`config.mk`:
```
export PLATFORM = sky130hd
export DESIGN_NAME = sorted_timer_queue_unit
export DESIGN_NICKNAME = d
export VERILOG_FILES = /design/src/rtl/stq_pkg.sv /design/src/rtl/sorted_timer_queue_unit.sv
export SDC_FILE = /design/constraint.sdc
export NUM_CORES = 2
export LEC_CHECK = 0
export BUFFER_PORTS_ARGS = -buffer_cell sky130_fd_sc_hd__buf_2
export CELL_PAD_IN_SITES_DETAIL_PLACEMENT = 0
export CELL_PAD_IN_SITES_GLOBAL_PLACEMENT = 1
export CORE_MARGIN = 2
export CORE_UTILIZATION = 48
export CTS_CLUSTER_DIAMETER = 100
export DETAILED_ROUTE_END_ITERATION = 16
export GPL_TIMING_DRIVEN = 0
export PLACE_DENSITY = 0.81
export SETUP_SLACK_MARGIN = 0.3
export SYNTH_ARGS = -nofsm -noshare
export SYNTH_HDL_FRONTEND = slang
export SYNTH_SLANG_ARGS = --single-unit
```
`constraint.sdc`:
```
create_clock -name clk -period 4.9 [get_ports clk]
set_clock_uncertainty 0.1 [all_clocks]
set_input_delay 0.49 -clock clk [delete_from_list [all_inputs] [get_ports clk]]
set_output_delay 0.49 -clock clk [all_outputs]
set_load 0.1 [all_outputs]
```
`src/rtl/stq_pkg.sv`:
```
// Shared types and codes for the sorted timer queue.
// No dependencies; imported by sorted_timer_queue_unit.
`default_nettype none
package stq_pkg;

  localparam int ID_W      = 6;
  localparam int TIME_W    = 32;
  localparam int DEF_CAPACITY = 32;
  localparam int TICK_LIMIT   = 32;
  localparam int TICK_CNT_W   = 6;

  typedef logic [1:0]        req_t;
  typedef logic [1:0]        status_t;
  typedef logic [ID_W-1:0]   id_t;
  typedef logic [TIME_W-1:0] time_t;

  localparam req_t REQ_ADD    = 2'd0;
  localparam req_t REQ_ADJUST = 2'd1;
  localparam req_t REQ_DELETE = 2'd2;
  localparam req_t REQ_TICK   = 2'd3;

  localparam status_t ST_OK        = 2'd0;
  localparam status_t ST_FULL      = 2'd1;
  localparam status_t ST_NOT_FOUND = 2'd2;
  localparam status_t ST_DUPLICATE = 2'd3;

endpackage
`default_nettype wire

```
`src/rtl/sorted_timer_queue_unit.sv`:
```
// Sorted timer queue top level: list memory plus the request sequencer.
// Depends on stq_pkg.
//
// Usage:
//  - Input channel (in_*): one request per transfer: add, adjust, delete or
//    tick. in_stall is high while a request is being worked on; a new
//    request is taken only when the sequencer is idle.
//  - Result channel (out_*): add, adjust and delete give one result. A tick
//    gives one result per expired timer (at most 32), or a single result
//    with fired low when nothing expired. out_last marks the final result.
//  - Steps: every list step is a memory read followed by a compare or a
//    write. Add and delete scan the list for the id and then shift the
//    entries behind that slot; an adjust that moves its timer also rescans
//    from just past its old slot to the tail. A tick pops expired timers
//    from the head, which moves through a ring pointer.
//  - A result sits in an output register; the sequencer keeps going while
//    it waits and only pauses when it has another result to place.
//  - Reset empties the list at once (occupancy and head pointer cleared);
//    memory contents are left as they are.
`default_nettype none
module sorted_timer_queue_unit #(
  parameter int CAPACITY = stq_pkg::DEF_CAPACITY
) (
  input  wire                 clk,
  input  wire                 rst_n,
  input  wire                 in_valid,
  output logic                in_stall,
  input  wire [1:0]           in_req_type,
  input  wire [5:0]           in_timer_id,
  input  wire [31:0]          in_expire_time,
  input  wire [31:0]          in_now_time,
  output logic                out_valid,
  input  wire                 out_stall,
  output logic [1:0]          out_status,
  output logic                out_fired,
  output logic [5:0]          out_fired_id,
  output logic                out_last
);
  import stq_pkg::*;

  localparam int IW = $clog2(CAPACITY);
  localparam int OW = $clog2(CAPACITY + 1);
  localparam logic [OW-1:0] CAP_V = OW'(CAPACITY);

  // sequencer states
  localparam logic [3:0] S_IDLE     = 4'd0;
  localparam logic [3:0] S_SCAN_RD  = 4'd1;
  localparam logic [3:0] S_SCAN_CMP = 4'd2;
  localparam logic [3:0] S_ADJ_CMP  = 4'd3;
  localparam logic [3:0] S_REM_RD   = 4'd4;
  localparam logic [3:0] S_REM_WR   = 4'd5;
  localparam logic [3:0] S_INS_RD   = 4'd6;
  localparam logic [3:0] S_INS_WR   = 4'd7;
  localparam logic [3:0] S_TK_RD    = 4'd8;
  localparam logic [3:0] S_TK_CMP   = 4'd9;
  localparam logic [3:0] S_TK_EMIT  = 4'd10;
  localparam logic [3:0] S_FIN      = 4'd11;

  // list memory, one synchronous read port and one write port
  id_t   mem_id  [CAPACITY];
  time_t mem_exp [CAPACITY];
  id_t   rd_id_r;
  time_t rd_exp_r;
  logic           rd_en, wr_en;
  logic [IW-1:0]  rd_addr, wr_addr;
  id_t            wr_id;
  time_t          wr_exp;

  always_ff @(posedge clk) begin
    if (wr_en) begin
      mem_id[wr_addr]  <= wr_id;
      mem_exp[wr_addr] <= wr_exp;
    end
    if (rd_en) begin
      rd_id_r  <= mem_id[rd_addr];
      rd_exp_r <= mem_exp[rd_addr];
    end
  end

  logic [3:0]      state_r, state_nxt;
  req_t            req_r, req_nxt;
  id_t             id_r, id_nxt;
  time_t           exp_r, exp_nxt, now_r, now_nxt;
  logic [OW-1:0]   idx_r, idx_nxt, pos_r, pos_nxt, place_r, place_nxt;
  logic [OW-1:0]   occ_r, occ_nxt;
  logic [IW-1:0]   head_r, head_nxt;
  logic            found_r, found_nxt, place_set_r, place_set_nxt;
  logic            kind_r, kind_nxt;   // 0: id scan, 1: placement scan after adjust
  logic [TICK_CNT_W:0] cnt_r, cnt_nxt;
  logic            pend_r, pend_nxt;
  id_t             pend_id_r, pend_id_nxt, cur_id_r, cur_id_nxt;
  status_t         fin_status_r, fin_status_nxt;
  logic            fin_fired_r, fin_fired_nxt;
  id_t             fin_id_r, fin_id_nxt;
  logic            out_valid_r, out_valid_nxt;
  status_t         out_status_r, out_status_nxt;
  logic            out_fired_r, out_fired_nxt, out_last_r, out_last_nxt;
  id_t             out_id_r, out_id_nxt;

  logic            out_free;
  logic [OW:0]     idx_p1, pos_p1;

  // logical list index to memory address through the ring head
  function automatic logic [IW-1:0] phys(input logic [IW-1:0] head,
                                         input logic [OW-1:0] i);
    logic [OW:0] s;
    s = (OW+1)'(head) + (OW+1)'(i);
    if (s >= (OW+1)'(CAPACITY)) s = s - (OW+1)'(CAPACITY);
    return s[IW-1:0];
  endfunction

  assign out_free = !out_valid_r || !out_stall;
  assign idx_p1   = (OW+1)'(idx_r) + (OW+1)'(1);
  assign pos_p1   = (OW+1)'(pos_r) + (OW+1)'(1);
  assign in_stall = (state_r != S_IDLE);

  always_comb begin
    state_nxt = state_r;  req_nxt = req_r;  id_nxt = id_r;
    exp_nxt = exp_r;  now_nxt = now_r;  idx_nxt = idx_r;  pos_nxt = pos_r;
    place_nxt = place_r;  occ_nxt = occ_r;  head_nxt = head_r;
    found_nxt = found_r;  place_set_nxt = place_set_r;  kind_nxt = kind_r;
    cnt_nxt = cnt_r;  pend_nxt = pend_r;  pend_id_nxt = pend_id_r;
    cur_id_nxt = cur_id_r;  fin_status_nxt = fin_status_r;
    fin_fired_nxt = fin_fired_r;  fin_id_nxt = fin_id_r;
    out_valid_nxt = out_valid_r && out_stall;
    out_status_nxt = out_status_r;  out_fired_nxt = out_fired_r;
    out_last_nxt = out_last_r;  out_id_nxt = out_id_r;
    rd_en = 1'b0;  rd_addr = '0;  wr_en = 1'b0;  wr_addr = '0;
    wr_id = id_r;  wr_exp = exp_r;

    unique case (state_r)
      S_IDLE: begin
        if (in_valid) begin
          req_nxt = in_req_type;  id_nxt = in_timer_id;
          exp_nxt = in_expire_time;  now_nxt = in_now_time;
          idx_nxt = '0;  found_nxt = 1'b0;  place_set_nxt = 1'b0;
          kind_nxt = 1'b0;  cnt_nxt = '0;  pend_nxt = 1'b0;
          fin_status_nxt = ST_OK;  fin_fired_nxt = 1'b0;  fin_id_nxt = '0;
          state_nxt = (in_req_type == REQ_TICK) ? S_TK_RD : S_SCAN_RD;
        end
      end
      S_SCAN_RD: begin
        if (idx_r == occ_r) begin
          if (kind_r) begin
            pos_nxt = place_set_r ? place_r : occ_r;
            idx_nxt = occ_r;
            state_nxt = S_INS_RD;
          end else begin
            priority case (req_r)
              REQ_ADD: begin
                if (found_r) begin
                  fin_status_nxt = ST_DUPLICATE;  state_nxt = S_FIN;
                end else if (occ_r == CAP_V) begin
                  fin_status_nxt = ST_FULL;  state_nxt = S_FIN;
                end else begin
                  pos_nxt = place_set_r ? place_r : occ_r;
                  idx_nxt = occ_r;
                  state_nxt = S_INS_RD;
                end
              end
              REQ_ADJUST: begin
                if (!found_r) begin
                  fin_status_nxt = ST_NOT_FOUND;  state_nxt = S_FIN;
                end else begin
                  wr_en = 1'b1;  wr_addr = phys(head_r, pos_r);
                  if (pos_p1 < (OW+1)'(occ_r)) begin
                    rd_en = 1'b1;  rd_addr = phys(head_r, pos_p1[OW-1:0]);
                    state_nxt = S_ADJ_CMP;
                  end else begin
                    state_nxt = S_FIN;
                  end
                end
              end
              default: begin
                if (!found_r) begin
                  fin_status_nxt = ST_NOT_FOUND;  state_nxt = S_FIN;
                end else begin
                  idx_nxt = pos_r;  state_nxt = S_REM_RD;
                end
              end
            endcase
          end
        end else begin
          rd_en = 1'b1;  rd_addr = phys(head_r, idx_r);
          state_nxt = S_SCAN_CMP;
        end
      end
      S_SCAN_CMP: begin
        if (!kind_r && !found_r && rd_id_r == id_r) begin
          found_nxt = 1'b1;  pos_nxt = idx_r;
        end
        if (!place_set_r && exp_r < rd_exp_r) begin
          place_set_nxt = 1'b1;  place_nxt = idx_r;
        end
        idx_nxt = idx_p1[OW-1:0];
        state_nxt = S_SCAN_RD;
      end
      S_ADJ_CMP: begin
        if (!(exp_r < rd_exp_r)) begin
          idx_nxt = pos_r;  state_nxt = S_REM_RD;
        end else begin
          state_nxt = S_FIN;
        end
      end
      S_REM_RD: begin
        if (idx_p1 >= (OW+1)'(occ_r)) begin
          occ_nxt = occ_r - OW'(1);
          if (req_r == REQ_DELETE) begin
            state_nxt = S_FIN;
          end else begin
            // moved timer goes after every later entry not above it
            kind_nxt = 1'b1;  place_set_nxt = 1'b0;
            idx_nxt = pos_p1[OW-1:0];
            state_nxt = S_SCAN_RD;
          end
        end else begin
          rd_en = 1'b1;  rd_addr = phys(head_r, idx_p1[OW-1:0]);
          state_nxt = S_REM_WR;
        end
      end
      S_REM_WR: begin
        wr_en = 1'b1;  wr_addr = phys(head_r, idx_r);
        wr_id = rd_id_r;  wr_exp = rd_exp_r;
        idx_nxt = idx_p1[OW-1:0];
        state_nxt = S_REM_RD;
      end
      S_INS_RD: begin
        if (idx_r == pos_r) begin
          wr_en = 1'b1;  wr_addr = phys(head_r, pos_r);
          occ_nxt = occ_r + OW'(1);
          state_nxt = S_FIN;
        end else begin
          rd_en = 1'b1;  rd_addr = phys(head_r, idx_r - OW'(1));
          state_nxt = S_INS_WR;
        end
      end
      S_INS_WR: begin
        wr_en = 1'b1;  wr_addr = phys(head_r, idx_r);
        wr_id = rd_id_r;  wr_exp = rd_exp_r;
        idx_nxt = idx_r - OW'(1);
        state_nxt = S_INS_RD;
      end
      S_TK_RD: begin
        if (occ_r == '0 || cnt_r == (TICK_CNT_W+1)'(TICK_LIMIT)) begin
          fin_fired_nxt = pend_r;  fin_id_nxt = pend_r ? pend_id_r : '0;
          state_nxt = S_FIN;
        end else begin
          rd_en = 1'b1;  rd_addr = head_r;
          state_nxt = S_TK_CMP;
        end
      end
      S_TK_CMP: begin
        if (rd_exp_r <= now_r) begin
          cur_id_nxt = rd_id_r;
          head_nxt = (head_r == IW'(CAPACITY - 1)) ? '0 : head_r + IW'(1);
          occ_nxt = occ_r - OW'(1);
          cnt_nxt = cnt_r + (TICK_CNT_W+1)'(1);
          state_nxt = S_TK_EMIT;
        end else begin
          fin_fired_nxt = pend_r;  fin_id_nxt = pend_r ? pend_id_r : '0;
          state_nxt = S_FIN;
        end
      end
      S_TK_EMIT: begin
        // previous expired id goes out once another one is known to follow
        if (!pend_r) begin
          pend_nxt = 1'b1;  pend_id_nxt = cur_id_r;  state_nxt = S_TK_RD;
        end else if (out_free) begin
          out_valid_nxt = 1'b1;  out_status_nxt = ST_OK;  out_fired_nxt = 1'b1;
          out_id_nxt = pend_id_r;  out_last_nxt = 1'b0;
          pend_id_nxt = cur_id_r;  state_nxt = S_TK_RD;
        end
      end
      S_FIN: begin
        if (out_free) begin
          out_valid_nxt = 1'b1;  out_status_nxt = fin_status_r;
          out_fired_nxt = fin_fired_r;  out_id_nxt = fin_id_r;
          out_last_nxt = 1'b1;
          state_nxt = S_IDLE;
        end
      end
      default: state_nxt = S_IDLE;
    endcase
  end

  always_ff @(posedge clk) begin
    if (!rst_n) begin
      state_r <= S_IDLE;  occ_r <= '0;  head_r <= '0;
      out_valid_r <= 1'b0;  pend_r <= 1'b0;
    end else begin
      state_r <= state_nxt;  occ_r <= occ_nxt;  head_r <= head_nxt;
      out_valid_r <= out_valid_nxt;  pend_r <= pend_nxt;
    end
    req_r <= req_nxt;  id_r <= id_nxt;  exp_r <= exp_nxt;  now_r <= now_nxt;
    idx_r <= idx_nxt;  pos_r <= pos_nxt;  place_r <= place_nxt;
    found_r <= found_nxt;  place_set_r <= place_set_nxt;  kind_r <= kind_nxt;
    cnt_r <= cnt_nxt;  pend_id_r <= pend_id_nxt;  cur_id_r <= cur_id_nxt;
    fin_status_r <= fin_status_nxt;  fin_fired_r <= fin_fired_nxt;
    fin_id_r <= fin_id_nxt;
    out_status_r <= out_status_nxt;  out_fired_r <= out_fired_nxt;
    out_last_r <= out_last_nxt;  out_id_r <= out_id_nxt;
  end

  assign out_valid    = out_valid_r;
  assign out_status   = out_status_r;
  assign out_fired    = out_fired_r;
  assign out_fired_id = out_id_r;
  assign out_last     = out_last_r;

endmodule
`default_nettype wire
```
Yosys cells after proc, flatten, opt, wreduce, memory -nomap -nowiden
Memory sizes are Yosys's and may differ from the RTL's. A register that Yosys moved wholly into a read port is not among the register bits.
Cells that the tools add are included.
- $add $sub $neg: 17
- order comparisons: 9
- equality and inequality tests: 46
- mux-type cells: 132
- reductions and logical operators: 44
- operators by type and width (cell ; number):
    $mux 6 ; 28
    $mux 5 ; 19
    $mux 4 ; 16
    $pmux 4 s12 ; 1
    $pmux 6 s2 ; 3
    $pmux 6 s3 ; 2
    $pmux 6 s6 ; 1
    $add 5x6->7 ; 5
    $ge 7x6->1 const B ; 5
    $le 32x32->1 ; 1
    $lt 32x32->1 ; 1
    $mux 1 ; 32
    $mux 32 ; 1
    $ne 2x2->1 const B ; 15
    $sub 5x1->5 const B ; 5
    $mux 2 ; 11
    $pmux 5 s4 ; 1
    $eq 6x6->1 ; 3
    $eq 4x3->1 const B ; 4
    $eq 4x4->1 const B ; 4
    $reduce_and 4->1 ; 4
    $pmux 5 s3 ; 1
    $add 6x1->7 const B ; 2
    $mux 7 ; 2
    other kinds (40) ; 81
- register bits: 148
- memory bits (writable): 1216
- bits of input ports: 76
- output and inout bits: 12
- memories: 2
- memories (memory ; depth ; bits a word ; read ports ; clocked after memory_dff ; wr ports ; line ; source):
    mem_exp ; 32 ; 32 ; 1 ; 1 ; 1 ; sorted_timer_queue_unit.sv:61 ; time_t mem_exp [CAPACITY];
    mem_id ; 32 ; 6 ; 1 ; 1 ; 1 ; sorted_timer_queue_unit.sv:60 ; id_t mem_id [CAPACITY];

Logic depth before layout (Yosys ltp)
- depth in word-level cells: 10
- depth in mapped cells: 17
- mapped depth without buffers: 13

Least setup slack after synthesis
No wires, ideal clock.
- path kind: reg-to-reg
- start point: register state_r[3]
- end point: memory mem_exp[11][0] (netlist name), enable pin
- setup time: 0.433 ns
- data arrival time: 4.126 ns
- setup slack: 0.240 ns
- stages on the path, launching flop included: 11
- clock period less this slack: 4.660 ns
- path through: dfxtp_1 > buf_2 > or4b_1 > buf_2 > or4_4 > o21ai_1 > nor2b_1 > nand2_1 > o21ai_0 > a22oi_1 > nor2_1
- cells in the longest elaborated chain, start to end: 5
- elaborated cells on any way between the ends: 9
- those cells by class: eq/ne (4); mux (4); reduce/logical (1)
- ends and longest elaborated chain (item ; line ; source):
    from (decl) ; sorted_timer_queue_unit.sv:80 ; logic [3:0] state_r, state_nxt;
    from (signal assigned) ; sorted_timer_queue_unit.sv:291 ; state_r <= state_nxt; occ_r <= occ_nxt; head_r <= head_nxt;
    $eq 4x3->1 ; sorted_timer_queue_unit.sv:131 ; unique case (state_r)
    $reduce_or 2->1 (no line) ; - ;
    $pmux 1 s3 ; sorted_timer_queue_unit.sv:131 ;
    $mux 1 ; sorted_timer_queue_unit.sv:70 ; if (wr_en) begin
    $mux 1 (implied by the code) ; sorted_timer_queue_unit.sv:72 ; mem_exp[wr_addr] <= wr_exp;
    to (decl) ; sorted_timer_queue_unit.sv:61 ;
Parallel ways exist; a longest one is shown, timed or not.

Final worst setup path
- start point: register idx_r[0]
- end point: memory mem_exp[14][12] (netlist name), enable pin
- cells in the longest elaborated chain, start to end: 5
- elaborated cells on any way between the ends: 14
- those cells by class: add/sub (2); order compare (1); eq/ne (2); mux (9)
- ends and longest elaborated chain (item ; line ; source):
    from (decl) ; sorted_timer_queue_unit.sv:84 ; logic [OW-1:0] idx_r, idx_nxt, pos_r, pos_nxt, place_r, place_nxt;
    from (signal assigned) ; sorted_timer_queue_unit.sv:295 ; idx_r <= idx_nxt; pos_r <= pos_nxt; place_r <= place_nxt;
    branches (longest 5 deep; another with $add 5x6->7) ; - ;
Parallel ways; which one is timed is not known.

==> impl_metrics.ini <==
[synthesis]
yosys_warnings = 0
async_reset_ff_share_pct = 0
synth-xor-area-share_pct = 0.853
synth_simple_gate_area_share_pct = 8.31
synth_top_family_by_area = compound AO/OA/AOI/OAI gates
ys_ff_latch = 1402
syn_area_per_cell_um2 = 13.6
postSynthCellCount = 4231
yosysTopAreaCell = edfxtp_1
seq_area_frac_synth_pct = 72.9
synth_area_um2 = 57500
synth_compound_area_share_pct = 12.5
synth_fp_nets = 4417
ys_types = 75
yosysTopAreaCellShare_pct = 72.3
synthAdderAreaFrac_pct = 2.47
synth_edf_count = 1385
synthFlopType = edfxtp_1
muxShareOfSynthArea_pct = 0.157
ys_top_cells_by_area = edfxtp_1, nand2_1, a21oi_1

[setup_path]
required_ps = 5260
startpoint = idx_r[0]
rr_worst_depth = 11
endpoint_kind = register
start_kind = register
regToRegSetupSlack_ps = 200
path_class = reg2reg
crit_end = mem_exp[14][12]
worstReg2RegEnd = mem_exp[14][12]
regToRegStartpoint = idx_r[0]
cp_max_fo = 20
cp.arrival_ps = 5060

[clock_network]
clock-sinks = 1402
htreeDepth = 4
cts_tree = yes
ctsLongestPathBuffers = 3
cts_buffers = 142
clk-insertion-delay-late_ps = 750
cts_root_buf = clkbuf_16
clk_pin_slew_worst_paths_ps = 70

[grt]
grt_max_degree = 48
grt-ovfl-total = 0
grt_pass1_wl_um = 235000
grt_pass1_vias = 37000
grt_usage_pct = 26.0
antenna_found_initial = 7

[sta]
hold_viol_final = 0
setup_violations = 0
rsz0062_at_grt = yes
fmax_mhz = 213
slew_violations = 0
worst-slew-pin-transition_ps = 1500
final.min_clock_period_ps = 4700
relSlewSlack_pct = 0.113
fin_crit_sh_pct = 96.0

[pwr]
p_per_area_nw_per_um2 = 489
ir_worst_vdd_mv = 0.282
p_leak_nw = 23.4

[floorplan]
die_w_um = 350
die_y_um = 350
rows = 127
num_io_pins = 88
initial_utilization_pct = 48.2
coreArea_um2 = 119000
dieArea_um2 = 123000

[finish]
fill_cells = 9066
register_area_um2 = 41900
final_util_pct = 58.0
fin_nets = 4847
multiInputGateArea_um2 = 15600
layout_commonest_cell = edfxtp_1
syn_to_final_growth_pct = 20.2
most-common-layout-cells = edfxtp_1, nand2_1, a21oi_1, a22oi_1, a32oi_1
drive_gt1_share_pct = 18.0
design_area_um2 = 69200

[detailed_routing]
dr.pass1.iters = 5
vias = 38600
drtIter0Drc = 5099
avgRoutedWirePerCell_um = 25.7
drt.antenna.violating_nets = 0
drc_errors = 0
finalWirelength_um = 164000
via_per_inst = 6.04

[placed_design]
gp_congestion = 0.917
hpwl_um = 111000
dpl_cell_area_um2 = 61600
io_buffers = 87

[run_status]
failed_checks = capacitance limit
status = complete, but fails checks

[run]
drv_cap = 1

[hold_path]
hold_path_class = in2reg
[report_power, final]
part           leakage [nW]  total, mW  internal (mW)  switching, mW
clock                  2.23       10.7           6.13           4.58
sequential             12.7       14.4           14.2          0.224
combinational          8.54       8.76           2.89           5.87
[cells by family (layout without fill, tap and decap cells)]
group                    after synthesis  count (layout)
buffers and inverters                374             908
flip-flops                          1402            1402
XOR/XNOR                              56              56
multiplexers                           9               9
AND/OR/NAND/NOR                     1146            1151
adder cells (fa/ha/maj)              110             110
AO/OA/AOI/OAI                       1134            1134
other                                  0               2
[critical path: stages (launching register included)]
cell and delay (ps):
edfxtp_1 470, buf_4 180, buf_4 130, ha_1 220, fa_1 430, a21o_1 170
a21oi_1 190, xnor2_1 140, a22oi_1 660, nand2_1 600, nor2_4 820, buf_16 250
[synth_stat cells (all sizes together), types with 4 or more instances]
master	count
and3	11
xor2	20
nand3	39
nor3b	5
ha	104
edfxtp	1385
and2	11
o21ai	66
nor2b	9
inv	102
xnor2	36
a22oi	163
nand3b	6
a21o	28
mux2i	9
clkbuf	129
dfxtp	17
nor4	42
a211oi	6
nor2	89
o221ai	4
buf	143
o22ai	153
a21oi	501
nand2b	6
a32oi	153
nand4	20
nor3	16
a41oi	4
or3	7
nand2	875
a221oi	5
o21a	8
o211ai	12
fa	6
[sequential cells by signal, indices dropped and copies added (netlist names), 7 cells and up]
register	cells
exp_r	32
mem_id	192
cnt_r	7
rd_exp_r	32
mem_exp	1024
now_r	32
[timing repair]
| item | 4_1_cts | 5_1_grt |
|---|---|---|
| resized for setup | 261 | 199 |
| setup endpoints to repair | 356 | 742 |
| hold buffers | 74 | 0 |
| endpoints found under the hold margin | 74 | 0 |
| buffers inserted | 23 | 26 |
| gates cloned | 1 | 4 |
| pin swaps | 24 | 17 |
[through the flow]
stage               power [mW]  hold WS, ps  setup TNS, ps  cells  worst slack (ps)
floorplan                 19.0          300              0   4231               240
global placement          21.8          302       -2810280   5930             -2000
CTS                       33.4         32.4              0   6351              57.9
finish                    33.9         93.3              0   6384               195
detailed placement        22.1          305         -61980   6000             -1680
global route              34.9         96.4              0   6382              37.3
[area by class of cell]
| cell class | count | area share [%] |
|---|---|---|
| clock inverters | 83 | 1.23 |
| flip-flops and latches | 1402 | 60.6 |
| inverters | 102 | 0.554 |
| multi-input cells | 2460 | 22.5 |
| clock buffers | 170 | 5.38 |
| well taps | 1612 | 2.92 |
| plain buffers | 272 | 2.38 |
| repair buffers | 281 | 4.40 |
| diodes | 2 | 0.00724 |
[worst min-delay path by stage]
stage | start | end | slack [ps] | cells after the start
2_1_floorplan | cur_id_r[0] | pend_id_r[0] | 300 | 0
4_1_cts | in_valid | kind_r | 30 | 3
6_report | in_valid | kind_r | 90 | 3
3_5_place_dp | cur_id_r[4] | pend_id_r[4] | 300 | 0
3_3_place_gp | cur_id_r[5] | pend_id_r[5] | 300 | 0
5_1_grt | in_valid | kind_r | 100 | 3
[metal layers]
metal | vias to the layer above | routed length (µm) | global-route usage, %
met5 | - | 13 | 0
met4 | 2 | 5070 | 9.20
met3 | 340 | 17200 | 4.61
met2 | 2132 | 78300 | 42.1
met1 | 19100 | 63700 | 35.7
li1 | 17000 | - | -
(Power assumes the default switching activity.)
